### src/hw/rtl/tte_pkg.sv
// Shared types, constants and the phase-interpolation ROMs for the time-tag event decoder.
// No dependencies; imported by every module of the block.
package tte_pkg;

  // Configuration register indexes
  typedef enum logic [2:0] {
    REG_TIME_MODE      = 3'd0,
    REG_MARK_MODE      = 3'd1,
    REG_TRAP_ENABLE    = 3'd2,
    REG_PATTERN_SELECT = 3'd3,
    REG_SKIP_COUNT     = 3'd4,
    REG_MAX_EVENTS     = 3'd5
  } cfg_reg_e;

  // Mark source codes
  typedef enum logic [1:0] {
    MARK_PHASE  = 2'd0,
    MARK_REJECT = 2'd1,
    MARK_ZERO   = 2'd2,
    MARK_ZERO_B = 2'd3
  } mark_mode_e;

  // Phase ROM codes
  typedef enum logic [1:0] {
    PAT_DEFAULT = 2'd0,
    PAT_REV1    = 2'd1,
    PAT_REV2    = 2'd2,
    PAT_NONE    = 2'd3
  } pattern_e;

  localparam int unsigned CfgIndexW   = 3;
  localparam int unsigned CfgDataW    = 31;
  localparam int unsigned QueueDepth  = 2;
  // Fast-counter field value below which the pipeline carry fix applies
  localparam logic [4:0]  CarryFixLim = 5'd17;
  localparam logic [10:0] WarmLimit   = 11'd1024;
  localparam logic [10:0] WarmSat     = 11'd1025;

  // Static configuration seen by front and back
  typedef struct packed {
    logic       time_mode;
    mark_mode_e mark_mode;
    logic       trap_enable;
    pattern_e   pattern_select;
    logic [30:0] max_events;
  } cfg_t;

  // Item handed from front to back
  typedef struct packed {
    logic        mismatch;   // coarse time out of window
    logic [63:0] sum;        // timestamp after carry fix and offset, marks not yet added
    logic [8:0]  phase_pat;  // raw phase pattern, used as mark in mode 0
    logic [22:0] uval;       // carry-fixed coarse word >> 9 for the trap filter
  } entry_t;

  // Phase-interpolation ROM lookup
  function automatic logic [3:0] phase_lookup(input pattern_e sel, input logic [8:0] pat);
    logic [3:0] v;
    v = 4'd0;
    case (sel)
      PAT_DEFAULT: begin
        case (pat)
          9'd6:   v = 4'd4;
          9'd7:   v = 4'd5;
          9'd12:  v = 4'd3;
          9'd14:  v = 4'd7;
          9'd39:  v = 4'd4;
          9'd136: v = 4'd5;
          9'd140: v = 4'd7;
          9'd142: v = 4'd5;
          9'd152: v = 4'd8;
          9'd156: v = 4'd11;
          9'd216: v = 4'd9;
          9'd295: v = 4'd2;
          9'd359: v = 4'd1;
          9'd371: v = 4'd15;
          9'd375: v = 4'd1;
          9'd472: v = 4'd10;
          9'd497: v = 4'd14;
          9'd499: v = 4'd14;
          9'd504: v = 4'd12;
          9'd505: v = 4'd13;
          9'd507: v = 4'd11;
          default: v = 4'd0;
        endcase
      end
      PAT_REV1: begin
        case (pat)
          9'd6:   v = 4'd6;
          9'd7:   v = 4'd5;
          9'd14:  v = 4'd6;
          9'd39:  v = 4'd4;
          9'd140: v = 4'd5;
          9'd152: v = 4'd7;
          9'd156: v = 4'd5;
          9'd216: v = 4'd7;
          9'd295: v = 4'd1;
          9'd359: v = 4'd0;
          9'd371: v = 4'd0;
          9'd375: v = 4'd3;
          9'd472: v = 4'd8;
          9'd497: v = 4'd15;
          9'd499: v = 4'd15;
          9'd504: v = 4'd11;
          9'd505: v = 4'd13;
          9'd507: v = 4'd14;
          default: v = 4'd0;
        endcase
      end
      PAT_REV2: begin
        case (pat)
          9'd6:   v = 4'd5;
          9'd7:   v = 4'd4;
          9'd12:  v = 4'd6;
          9'd14:  v = 4'd5;
          9'd39:  v = 4'd3;
          9'd136: v = 4'd6;
          9'd140: v = 4'd6;
          9'd142: v = 4'd6;
          9'd152: v = 4'd7;
          9'd156: v = 4'd7;
          9'd216: v = 4'd8;
          9'd295: v = 4'd2;
          9'd359: v = 4'd1;
          9'd371: v = 4'd14;
          9'd375: v = 4'd0;
          9'd472: v = 4'd9;
          9'd497: v = 4'd13;
          9'd499: v = 4'd13;
          9'd504: v = 4'd11;
          9'd505: v = 4'd12;
          9'd507: v = 4'd13;
          default: v = 4'd0;
        endcase
      end
      default: v = 4'd0;
    endcase
    return v;
  endfunction

endpackage

### src/hw/rtl/tte_front.sv
// Front end: accepts items, owns the offset table, checks the coarse window and
// rebuilds the timestamp up to the mark bits. Depends on tte_pkg.
module tte_front (
  input  logic             clk_i,
  input  logic             rst_ni,
  input  tte_pkg::cfg_t    cfg_i,
  input  logic             accept_i,
  input  logic             kind_i,
  input  logic [31:0]      fine_word_i,
  input  logic [31:0]      coarse_word_i,
  input  logic [15:0]      ref_coarse_i,
  input  logic [3:0]       offset_index_i,
  input  logic [63:0]      offset_value_i,
  output logic             push_o,
  output tte_pkg::entry_t  entry_o
);
  import tte_pkg::*;

  logic [63:0] offset_q [16];
  logic [31:0] cvd;
  logic [3:0]  lines;
  logic [3:0]  phase;
  logic [39:0] top_inc;
  logic [39:0] top_fix;
  logic [31:0] dv0;
  logic [31:0] cv_fix;
  logic [31:0] dv_fix;
  logic [63:0] off;

  // Offset table, written in item order
  always_ff @(posedge clk_i or negedge rst_ni) begin
    if (!rst_ni) begin
      for (int i = 0; i < 16; i++) begin
        offset_q[i] <= '0;
      end
    end else if (accept_i && kind_i) begin
      offset_q[offset_index_i] <= offset_value_i;
    end
  end

  // Coarse window check
  assign cvd = {16'd0, coarse_word_i[31:16]} - {16'd0, ref_coarse_i} + 32'd2;

  // Field assembly; mark bits stay zero here
  assign lines = {fine_word_i[15:14], fine_word_i[17:16]};
  assign phase = phase_lookup(cfg_i.pattern_select, fine_word_i[8:0]);
  assign dv0   = {fine_word_i[31:24], fine_word_i[13:9], phase, 11'd0, lines};

  // Pipeline carry fix: bump the counter byte, carry into the coarse word
  assign top_inc = {coarse_word_i, dv0[31:24]} + 40'd1;
  assign top_fix = (fine_word_i[13:9] < CarryFixLim) ? top_inc
                                                     : {coarse_word_i, dv0[31:24]};
  assign cv_fix  = top_fix[39:8];
  assign dv_fix  = {top_fix[7:0], dv0[23:0]};

  // Optional per-detector offset
  assign off = cfg_i.time_mode ? offset_q[lines] : 64'd0;

  always_comb begin
    entry_o.mismatch  = (cvd > 32'd4);
    entry_o.sum       = {cv_fix, dv_fix} + off;
    entry_o.phase_pat = fine_word_i[8:0];
    entry_o.uval      = cv_fix[31:9];
  end

  assign push_o = accept_i && !kind_i;

endmodule

### src/hw/rtl/tte_queue.sv
// Short queue between front and back so that each side stalls on its own.
// Depends on tte_pkg for the item type and depth.
module tte_queue (
  input  logic             clk_i,
  input  logic             rst_ni,
  input  logic             push_i,
  input  tte_pkg::entry_t  data_i,
  output logic             full_o,
  input  logic             pop_i,
  output logic             valid_o,
  output tte_pkg::entry_t  data_o
);
  import tte_pkg::*;

  localparam int unsigned PtrW = $clog2(QueueDepth);
  localparam int unsigned CntW = $clog2(QueueDepth + 1);

  entry_t            mem_q [QueueDepth];
  logic [PtrW-1:0]   wr_q, wr_d, rd_q, rd_d;
  logic [CntW-1:0]   cnt_q, cnt_d;
  logic              do_push, do_pop;

  assign full_o  = (cnt_q == CntW'(QueueDepth));
  assign valid_o = (cnt_q != '0);
  assign data_o  = mem_q[rd_q];
  assign do_push = push_i && !full_o;
  assign do_pop  = pop_i && valid_o;

  // Pointer and count update
  always_comb begin
    wr_d  = wr_q;
    rd_d  = rd_q;
    cnt_d = cnt_q;
    if (do_push) begin
      wr_d = (wr_q == PtrW'(QueueDepth - 1)) ? '0 : wr_q + PtrW'(1);
    end
    if (do_pop) begin
      rd_d = (rd_q == PtrW'(QueueDepth - 1)) ? '0 : rd_q + PtrW'(1);
    end
    if (do_push && !do_pop) begin
      cnt_d = cnt_q + CntW'(1);
    end else if (!do_push && do_pop) begin
      cnt_d = cnt_q - CntW'(1);
    end
  end

  always_ff @(posedge clk_i or negedge rst_ni) begin
    if (!rst_ni) begin
      wr_q  <= '0;
      rd_q  <= '0;
      cnt_q <= '0;
    end else begin
      wr_q  <= wr_d;
      rd_q  <= rd_d;
      cnt_q <= cnt_d;
    end
  end

  // Storage
  always_ff @(posedge clk_i) begin
    if (do_push) begin
      mem_q[wr_q] <= data_i;
    end
  end

endmodule

### src/hw/rtl/tte_back.sv
// Back end: stop, reject counting, mark bits, trap filter, skip and event count,
// plus the output register. Depends on tte_pkg.
module tte_back (
  input  logic             clk_i,
  input  logic             rst_ni,
  input  tte_pkg::cfg_t    cfg_i,
  input  logic             skip_load_i,
  input  logic [30:0]      skip_value_i,
  input  logic             valid_i,
  input  tte_pkg::entry_t  entry_i,
  output logic             take_o,
  output logic             res_valid_o,
  input  logic             res_pop_i,
  output logic [31:0]      time_high_o,
  output logic [31:0]      time_low_o,
  output logic             finished_o
);
  import tte_pkg::*;

  logic [22:0] prev_q, prev_d;
  logic [31:0] avg_q, avg_d;
  logic [10:0] warm_q, warm_d;
  logic [30:0] cnt_q, cnt_d;
  logic [30:0] skip_q, skip_d;
  logic [8:0]  rej_q, rej_d;
  logic        stop_q, stop_d;
  logic        res_valid_q, res_valid_d;
  logic [63:0] res_q, res_d;
  logic        fin_q, fin_d;

  logic        fire;
  logic [8:0]  mark;
  logic [63:0] stamp;
  logic signed [23:0] diff;
  logic [31:0] diff_w;
  logic [31:0] diff_x32;
  logic [31:0] avg_div;
  logic [31:0] avg_new;
  logic        trap_drop;
  logic [30:0] cnt_inc;

  // Process the queue head when the output slot is free or frees this cycle
  assign fire   = valid_i && (!res_valid_q || res_pop_i);
  assign take_o = fire;

  // Mark bits and final timestamp
  always_comb begin
    case (cfg_i.mark_mode)
      MARK_PHASE:  mark = entry_i.phase_pat;
      MARK_REJECT: mark = rej_q;
      default:     mark = 9'd0;
    endcase
  end
  assign stamp = entry_i.sum + {51'd0, mark, 4'd0};

  // Trap filter arithmetic
  assign diff     = $signed({1'b0, entry_i.uval}) - $signed({1'b0, prev_q});
  assign diff_w   = {{8{diff[23]}}, diff};
  assign diff_x32 = diff_w << 5;
  assign avg_div  = 32'($signed(avg_q + (avg_q[31] ? 32'd255 : 32'd0)) >>> 8);
  assign avg_new  = avg_q + diff_w - avg_div;
  assign trap_drop = (warm_q > WarmLimit) &&
                     (diff[23] || ($signed(diff_x32) > $signed(avg_q)));
  assign cnt_inc  = cnt_q + 31'd1;

  // Per-item state update
  always_comb begin
    logic keep;
    logic fin;
    keep        = 1'b1;
    fin         = 1'b0;
    prev_d      = prev_q;
    avg_d       = avg_q;
    warm_d      = warm_q;
    cnt_d       = cnt_q;
    skip_d      = skip_q;
    rej_d       = rej_q;
    stop_d      = stop_q;
    res_valid_d = res_valid_q && !res_pop_i;
    res_d       = res_q;
    fin_d       = fin_q;
    if (skip_load_i) begin
      skip_d = skip_value_i;
    end
    if (fire && !stop_q) begin
      if (entry_i.mismatch) begin
        if (cfg_i.mark_mode == MARK_REJECT) begin
          rej_d = rej_q + 9'd1;
        end
      end else begin
        if (cfg_i.trap_enable) begin
          prev_d = entry_i.uval;
          if (trap_drop) begin
            keep = 1'b0;
          end else begin
            avg_d = avg_new;
          end
          if (warm_q < WarmSat) begin
            warm_d = warm_q + 11'd1;
          end
        end
        if (keep && (skip_q != '0)) begin
          skip_d = skip_q - 31'd1;
          keep   = 1'b0;
        end
        if (cfg_i.max_events != '0) begin
          cnt_d = cnt_inc;
          if (cnt_inc == cfg_i.max_events) begin
            stop_d = 1'b1;
            fin    = 1'b1;
          end
        end
        if (keep || fin) begin
          res_valid_d = 1'b1;
          res_d       = keep ? stamp : 64'd0;
          fin_d       = fin;
        end
      end
    end
  end

  always_ff @(posedge clk_i or negedge rst_ni) begin
    if (!rst_ni) begin
      prev_q      <= '0;
      avg_q       <= '0;
      warm_q      <= '0;
      cnt_q       <= '0;
      skip_q      <= '0;
      rej_q       <= '0;
      stop_q      <= 1'b0;
      res_valid_q <= 1'b0;
    end else begin
      prev_q      <= prev_d;
      avg_q       <= avg_d;
      warm_q      <= warm_d;
      cnt_q       <= cnt_d;
      skip_q      <= skip_d;
      rej_q       <= rej_d;
      stop_q      <= stop_d;
      res_valid_q <= res_valid_d;
    end
  end

  // Result payload
  always_ff @(posedge clk_i) begin
    res_q <= res_d;
    fin_q <= fin_d;
  end

  assign res_valid_o = res_valid_q;
  assign time_high_o = res_q[63:32];
  assign time_low_o  = res_q[31:0];
  assign finished_o  = fin_q;

endmodule

### src/hw/rtl/timetag_event_decoder.sv
// Time-tag event decoder top level: configuration registers, front end, queue, back end.
// Depends on tte_pkg, tte_front, tte_queue and tte_back.
// Throughput: one item per cycle while the queue has room and results are popped; an
// item passes the queue, then the back end's output register. The two-entry queue and
// the one-entry output register set the buffering. Reset clears configuration to
// defaults (pattern_select 2), zeroes the offset table, trap filter, counters and queue.
module timetag_event_decoder (
  input  logic        clk_i,
  input  logic        rst_ni,
  // item input
  input  logic        push,
  output logic        full,
  input  logic        kind_i,
  input  logic [31:0] fine_word_i,
  input  logic [31:0] coarse_word_i,
  input  logic [15:0] ref_coarse_i,
  input  logic [3:0]  offset_index_i,
  input  logic [63:0] offset_value_i,
  // result output
  output logic        empty,
  input  logic        pop,
  output logic [31:0] time_high_o,
  output logic [31:0] time_low_o,
  output logic        finished_o,
  // configuration writes
  input  logic        wr_en_i,
  input  logic [2:0]  wr_index_i,
  input  logic [30:0] wr_data_i
);
  import tte_pkg::*;

  cfg_t   cfg_q, cfg_d;
  logic   skip_load;
  logic   accept;
  logic   q_push, q_full, q_valid, q_take;
  entry_t q_in, q_out;
  logic   res_valid;

  // Configuration registers
  always_comb begin
    cfg_d     = cfg_q;
    skip_load = 1'b0;
    if (wr_en_i) begin
      case (wr_index_i)
        REG_TIME_MODE:      cfg_d.time_mode      = wr_data_i[0];
        REG_MARK_MODE:      cfg_d.mark_mode      = mark_mode_e'(wr_data_i[1:0]);
        REG_TRAP_ENABLE:    cfg_d.trap_enable    = wr_data_i[0];
        REG_PATTERN_SELECT: cfg_d.pattern_select = pattern_e'(wr_data_i[1:0]);
        REG_SKIP_COUNT:     skip_load            = 1'b1;
        REG_MAX_EVENTS:     cfg_d.max_events     = wr_data_i;
        default:            cfg_d                = cfg_q;
      endcase
    end
  end

  always_ff @(posedge clk_i or negedge rst_ni) begin
    if (!rst_ni) begin
      cfg_q.time_mode      <= 1'b0;
      cfg_q.mark_mode      <= MARK_PHASE;
      cfg_q.trap_enable    <= 1'b0;
      cfg_q.pattern_select <= PAT_REV2;
      cfg_q.max_events     <= '0;
    end else begin
      cfg_q <= cfg_d;
    end
  end

  assign full   = q_full;
  assign accept = push && !q_full;

  tte_front u_front (
    .clk_i          (clk_i),
    .rst_ni         (rst_ni),
    .cfg_i          (cfg_q),
    .accept_i       (accept),
    .kind_i         (kind_i),
    .fine_word_i    (fine_word_i),
    .coarse_word_i  (coarse_word_i),
    .ref_coarse_i   (ref_coarse_i),
    .offset_index_i (offset_index_i),
    .offset_value_i (offset_value_i),
    .push_o         (q_push),
    .entry_o        (q_in)
  );

  tte_queue u_queue (
    .clk_i   (clk_i),
    .rst_ni  (rst_ni),
    .push_i  (q_push),
    .data_i  (q_in),
    .full_o  (q_full),
    .pop_i   (q_take),
    .valid_o (q_valid),
    .data_o  (q_out)
  );

  tte_back u_back (
    .clk_i        (clk_i),
    .rst_ni       (rst_ni),
    .cfg_i        (cfg_q),
    .skip_load_i  (skip_load),
    .skip_value_i (wr_data_i),
    .valid_i      (q_valid),
    .entry_i      (q_out),
    .take_o       (q_take),
    .res_valid_o  (res_valid),
    .res_pop_i    (pop),
    .time_high_o  (time_high_o),
    .time_low_o   (time_low_o),
    .finished_o   (finished_o)
  );

  assign empty = !res_valid;

endmodule
### config.mk
export PLATFORM = sky130hd
export DESIGN_NAME = timetag_event_decoder
export DESIGN_NICKNAME = d
export VERILOG_FILES = /design/src/hw/rtl/tte_pkg.sv /design/src/hw/rtl/tte_front.sv /design/src/hw/rtl/tte_queue.sv /design/src/hw/rtl/tte_back.sv /design/src/hw/rtl/timetag_event_decoder.sv
export SDC_FILE = /design/constraint.sdc
export NUM_CORES = 2
export LEC_CHECK = 0
export BUFFER_PORTS_ARGS = -buffer_cell sky130_fd_sc_hd__buf_2
export CORE_ASPECT_RATIO = 0.8
export CORE_MARGIN = 2
export CORE_UTILIZATION = 25
export DETAILED_ROUTE_END_ITERATION = 8
export PLACE_DENSITY_LB_ADDON = 0.08
export SLEW_MARGIN = 20
export SYNTH_ARGS = -nofsm -noshare
export SYNTH_HDL_FRONTEND = slang
export SYNTH_SLANG_ARGS = --single-unit
export TNS_END_PERCENT = 50
### constraint.sdc
create_clock -name clk_i -period 17.9 [get_ports clk_i]
set_input_delay 3.58 -clock clk_i [delete_from_list [all_inputs] [get_ports clk_i]]
set_output_delay 3.58 -clock clk_i [all_outputs]
set_load 0.005 [all_outputs]
Word level (Yosys, flattened, before mapping)
Memories as Yosys holds them, arrays and structs flattened.
Cells that the tools add are included.

storage, ports and cells
  bits in registers = 1269
  memory bits (writable) = 194
  output and inout port bits = 67
  logic and storage cells = 189
  memories kept = 1

operators by class
  add/sub/neg operators = 17
  magnitude comparators = 8
  eq/ne operators = 31
  multiplexer cells = 40
  bitwise gates (word level) = 4
  reductions and logical operators = 54

memories
  name           depth  bits a word  read ports  clocked after Yosys merged registers in  write ports  RTL line         text
  u_queue.mem_q  2      97           1           0                                        1            tte_queue.sv:18  entry_t mem_q [QueueDepth];

operators by type and width
  cell                                                                    count
  1024-bit bitwise mux                                                    1
  64-bit binary-select mux with 4-bit select                              1
  64-bit demux with 4-bit select                                          1
  64-bit two-way mux                                                      4
  31-bit two-way mux                                                      4
  9-bit == test (second input constant)                                   10
  32-bit adder                                                            2
  64-bit by 13-bit adder with 64-bit output                               1
  64-bit adder                                                            1
  31-bit nonzero test                                                     2
  4-bit one-hot mux with 14 select lines                                  1
  9-bit by 8-bit == test with 1-bit output (second input constant)        6
  4-bit one-hot mux with 13 select lines                                  1
  4-bit one-hot mux with 11 select lines                                  1
  40-bit by 1-bit adder with 40-bit output (second input constant)        1
  40-bit two-way mux                                                      1
  32-bit by 2-bit adder with 32-bit output (second input constant)        1
  29-bit by 32-bit > comparator with 1-bit output                         1
  32-bit by 3-bit > comparator with 1-bit output (second input constant)  1
  32-bit subtractor                                                       1
  31-bit by 1-bit adder with 31-bit output (second input constant)        1
  31-bit == test                                                          1
  31-bit by 1-bit subtractor with 31-bit output (second input constant)   1
  23-bit by 23-bit subtractor with 24-bit output                          1
  other kinds (38)                                                        108

Logic depth before layout (Yosys ltp)
An unclocked memory read counts as a cell.

  depth in word-level cells = 17
  depth in mapped cells = 36

Cells and area by module
From an unflattened synthesis, not the netlist that was laid out.

unflattened totals
  cell total of the unflattened synthesis = 5705
  area, all modules = 75951.6 um^2

by module, submodules not included
  module                 instances  cells each  area each (um^2)  seq. area each (um^2)
  tte_front              1          3655        51928.6           25624.6
  tte_back               1          1643        15179.6           5430.2
  tte_queue              1          321         7270.7            5925.7
  timetag_event_decoder  1          86          1572.8            927.1

Worst setup path before layout
No wires, ideal clock.

  kind = in2reg
  start point = input kind_i
  end point = memory u_queue.mem_q[0][0] (netlist bit) (enable)
  setup time = 673 ps
  arrival = 10297 ps
  required time = 17227 ps
  setup slack = 6930 ps
  stages on the path = 1
  buffers on the path = 0
  cell sequence = nor3_1

between the ends
  longest elaborated chain between the ends = 5

ends and longest elaborated chain
  element                                  RTL line                     text
  start: declaration                       timetag_event_decoder.sv:13  input logic kind_i,
  1-bit zero test                          tte_front.sv:66              assign push_o = accept_i && !kind_i;
  1-bit logical AND                        tte_front.sv:66
  1-bit logical AND                        tte_queue.sv:26              assign do_push = push_i && !full_o;
  1-bit two-way mux                        tte_queue.sv:61              if (do_push) begin
  1-bit two-way mux (implied by the code)  tte_queue.sv:62              mem_q[wr_q] <= data_i;
  end: declaration                         tte_queue.sv:18

Every way passes these cells.

==> results by group <==
Outcome
  – Status: completed

Logic synthesis
  – Most used flip-flop cell after synthesis: dfrtp_1
  – Post-Synth Simple-Gate Area: 7.30%
  – Post-Synth XOR/XNOR Area: 3.79%
  – Synth warn: 0
  – Syn Inst Count: 5842
  – Area fraction in compound gates after synthesis: 5.76%
  – Mux cell area share after synthesis: 26.7%
  – Register area share after synthesis: 49.6%
  – Synth Area in Adders: 3.80%
  – Mapped Area: 76400 sq um
  – Synthesized Nets: 6241
  – Yosys reg bits: 1463
  – Average cell area after synthesis: 13.1 sq um
  – Largest family of logic cells by synthesized area: multiplexers
  – Number of synthesized flops with an enable pin: 259
  – Distinct cell type count after synthesis: 98
  – Post-synth ARST share: 82.3%

Drt
  – Final wirelength: 251000 um
  – Per-cell routed wire length: 24.7 um
  – 1st-pass router iterations: 7
  – Via count: 48298
  – Post-DR vias/cell: 4.74
  – Drt first-iter violations: 2571
  – Drt drc: 0
  – Post-route ant nets: 0

Worst hold path
  – Worst Hold Class: flip-flop to flip-flop

Die
  – Core area: 304000 sq um
  – Initial Util: 25.1%
  – Die area: 310000 sq um
  – # rows: 181
  – DIE WIDTH: 622 um
  – Die height: 498 um
  – I/O pin count: 255

Clock tree
  – CTS Hold Bufs: 0
  – Total CTS buffers: 181
  – Reg clk slew, reported paths: 60 ps
  – Root buffer cell: clkbuf_16
  – CTS Sinks: 1463
  – # resized after CTS: 0
  – CTS tree: done
  – Post-CTS Setup Bufs: 0
  – Buffer depth of the longest clock path: 4
  – Later-pin clock latency in the skew report: 880 ps
  – H-tree levels: 4

Place
  – Port bufs: 248
  – Placer Congestion: 0.792
  – # placed instances: 9853
  – Dpl hpwl: 165000 um

Timing
  – Post-route setup TNS: 0 ps
  – Worst Skew: 94.4 ps
  – Crit path time final: 9910 ps
  – Fmax: 101 MHz
  – Setup-failing EPs final: 0
  – RSZ-0062 raised after global routing: false
  – Slew at the pin closest to its max-slew limit: 1130 ps
  – Slew Limit Fails: 0
  – Period utilization: 55.4%
  – Slew headroom: 24.6%
  – Final hold vios: 0

Worst setup path
  – CP max stage cell: buf_4
  – Crit path kind: primary input to flip-flop
  – Worst path cell trace: buf_8 > buf_4 > buf_4 > mux4_2 > mux4_2 > and2_1 > ha_1 > nand2_1 > or3_1 > nor4_2 > a31oi_1 > o21ai_1 > a21oi_1 > o41ai_1 > a21oi_1 > xnor2_1
  – CP arrival: 10510 ps
  – Slowest stage delay, CP: 820 ps
  – Worst EP required: 18500 ps
  – Critical Path Source Type: primary input
  – Critical path fanouts, max: 57
  – Worst setup EP type: flip-flop

GRT
  – First-pass GRT wire length: 367000 um
  – Vias in the first global route: 50361
  – Initial antenna violation count: 72
  – Pin count of the biggest net entering global routing: 162
  – Global-route usage over all layers: 16.0%
  – Grt ovf: 0

Power and ir drop
  – Worst vdd ir: 126 uV
  – Switching Fraction: 35.6%
  – Flop pwr share: 33.9%
  – PwrDens: 163 nW/um^2
  – Comb pwr share: 40.0%
  – Lkg Pwr: 38.3 nW
  – Int Power: 9.22 mW
  – Clock power share: 26.1%
  – Sw Pwr: 5.11 mW

Final layout
  – Non-Filler Instances: 10184
  – Nets: 6409
  – Area grow syn2layout: 15.2%
  – Fill cells: 30974
  – Ratio of cells with drive above 1 in the final layout: 34.2%

Job
  – Max-cap check violation count: 0
==> placed cells by master (no fill, tap or decap), types with 93 or more instances in the layout <==
master     instances
dfrtp_1         1201
mux2_2          1138
mux4_2           281
edfxtp_1         259
buf_2            243
inv_1            239
nand2_1          233
nor2_1           227
xnor2_1          204
clkbuf_16        186
ha_1             176
a21oi_1          172
xor2_1           126
o21ai_0          113
nand3_1          107
mux2i_1           93
==> path summary, 6_finish.rpt <==
| path | start | to | slack (ps) | cells past startpoint |
|---|---|---|---|---|
| max in group asynchronous | rst_ni | u_front.offset_q[431] | 12010 | 4 |
| min in group asynchronous | rst_ni | u_back.skip_q[4] | 2770 | 1 |
| max | fine_word_i[16] | u_queue.mem_q[0][95] | 7990 | 16 |
| max reg2reg | u_queue.rd_q | u_back.res_q[3] | 9320 | 25 |
| min reg2reg | u_back.stop_q | u_back.stop_q | 460 | 1 |
| min | u_back.stop_q | u_back.stop_q | 460 | 1 |
==> synthesized netlist by cell type (70+ instances only) <==
library cell | instances | area share (%)
dfrtp_1 | 1203 | 39
mux2_2 | 1138 | 17
mux4_2 | 281 | 8.3
clkbuf_1 | 275 | 1.4
edfxtp_1 | 259 | 10
nand2_1 | 242 | 1.2
inv_1 | 239 | 1.2
nor2_1 | 229 | 1.1
xnor2_1 | 204 | 2.3
ha_1 | 176 | 2.9
a21oi_1 | 172 | 1.1
xor2_1 | 126 | 1.4
o21ai_0 | 114 | 0.75
nand3_1 | 108 | 0.71
mux2i_1 | 93 | 1.2
a21o_1 | 90 | 0.88
nand4_1 | 74 | 0.61
nor3_1 | 70 | 0.46
==> through the flow <==
| step | utilization [%] | instance area [sq um] | power (mW) | hold slack [ps] | setup slack, ps |
|---|---|---|---|---|---|
| floorplan | - | 76400 | 9.08 | 428 | 6930 |
| global placement | 27.0 | 82000 | 10.6 | 452 | 6960 |
| detailed placement | 27.0 | 82000 | 10.7 | 456 | 6910 |
| CTS | 28.9 | 88000 | 14.6 | 470 | 7750 |
| global route | 28.9 | 88000 | 15.4 | 489 | 7440 |
| finish | 29.0 | 88000 | 14.3 | 465 | 7990 |
==> worst max-delay path, delay by kind of cell <==
family	cells	cell delay, ps
compound gates	5	1670
xor+xnor	1	270
fa+ha+maj	1	450
buf+inv	3	2060
mux	2	1230
simple gates	4	1150
==> per-layer routing <==
| layer | GRT usage [%] | up-vias | part of all wire (%) |
|---|---|---|---|
| li1 | - | 21894 | - |
| met3 | 2.20 | 374 | 3.5 |
| met4 | 4.06 | 10 | 2.7 |
| met2 | 26.0 | 815 | 46 |
| met5 | 0 | - | 0.025 |
| met1 | 22.3 | 25205 | 47 |
==> cells by family after synthesis <==
group,after synthesis
DFF,1463
and+or+nand+nor,1082
buffers and inverters,579
xor gates and xnor gates,330
muxes,1523
adders and majority gates,211
AOI/OAI and AO/OA,654
==> sequential cells by signal, summed over array words and instances (netlist names) <==
name / flops
u_back.warm_q: 11
u_queue.mem_q: 194
u_back.res_q: 64
u_queue.rd_q: 1
u_queue.cnt_q: 2
u_back.skip_q: 31
u_back.stop_q: 1
cfg_q: 37
u_back.res_valid_o: 1
u_back.prev_q: 23
u_back.finished_o: 1
u_queue.wr_q: 1
u_front.offset_q: 1024
u_back.rej_q: 9
u_back.avg_q: 32
u_back.cnt_q: 31
==> power groups by stage <==
stage          combinational (mW)  clock, mW  sequential [mW]
3_5_place_dp                 5.76          0             4.91
6_report                     5.73       3.75             4.86
2_1_floorplan                4.37          0             4.71
5_1_grt                      6.44       4.03             4.97
3_3_place_gp                 5.74          0             4.89
4_1_cts                      5.80       3.90             4.85
==> cell type report <==
class                      instances  area (sq um)  share of cell area [%]
inverter                         240           901                    1.02
timing repair buffer             324          1890                    2.15
sequential                      1463         37900                    43.1
multi-input combinational       3800         36300                    41.3
clock buffer                     254          5190                    5.90
tap                             4026          5040                    5.72
clock inverter                    66           732                   0.832
antenna                           11          27.5                  0.0313
Note: power is estimated with default switching activity, not from simulation.
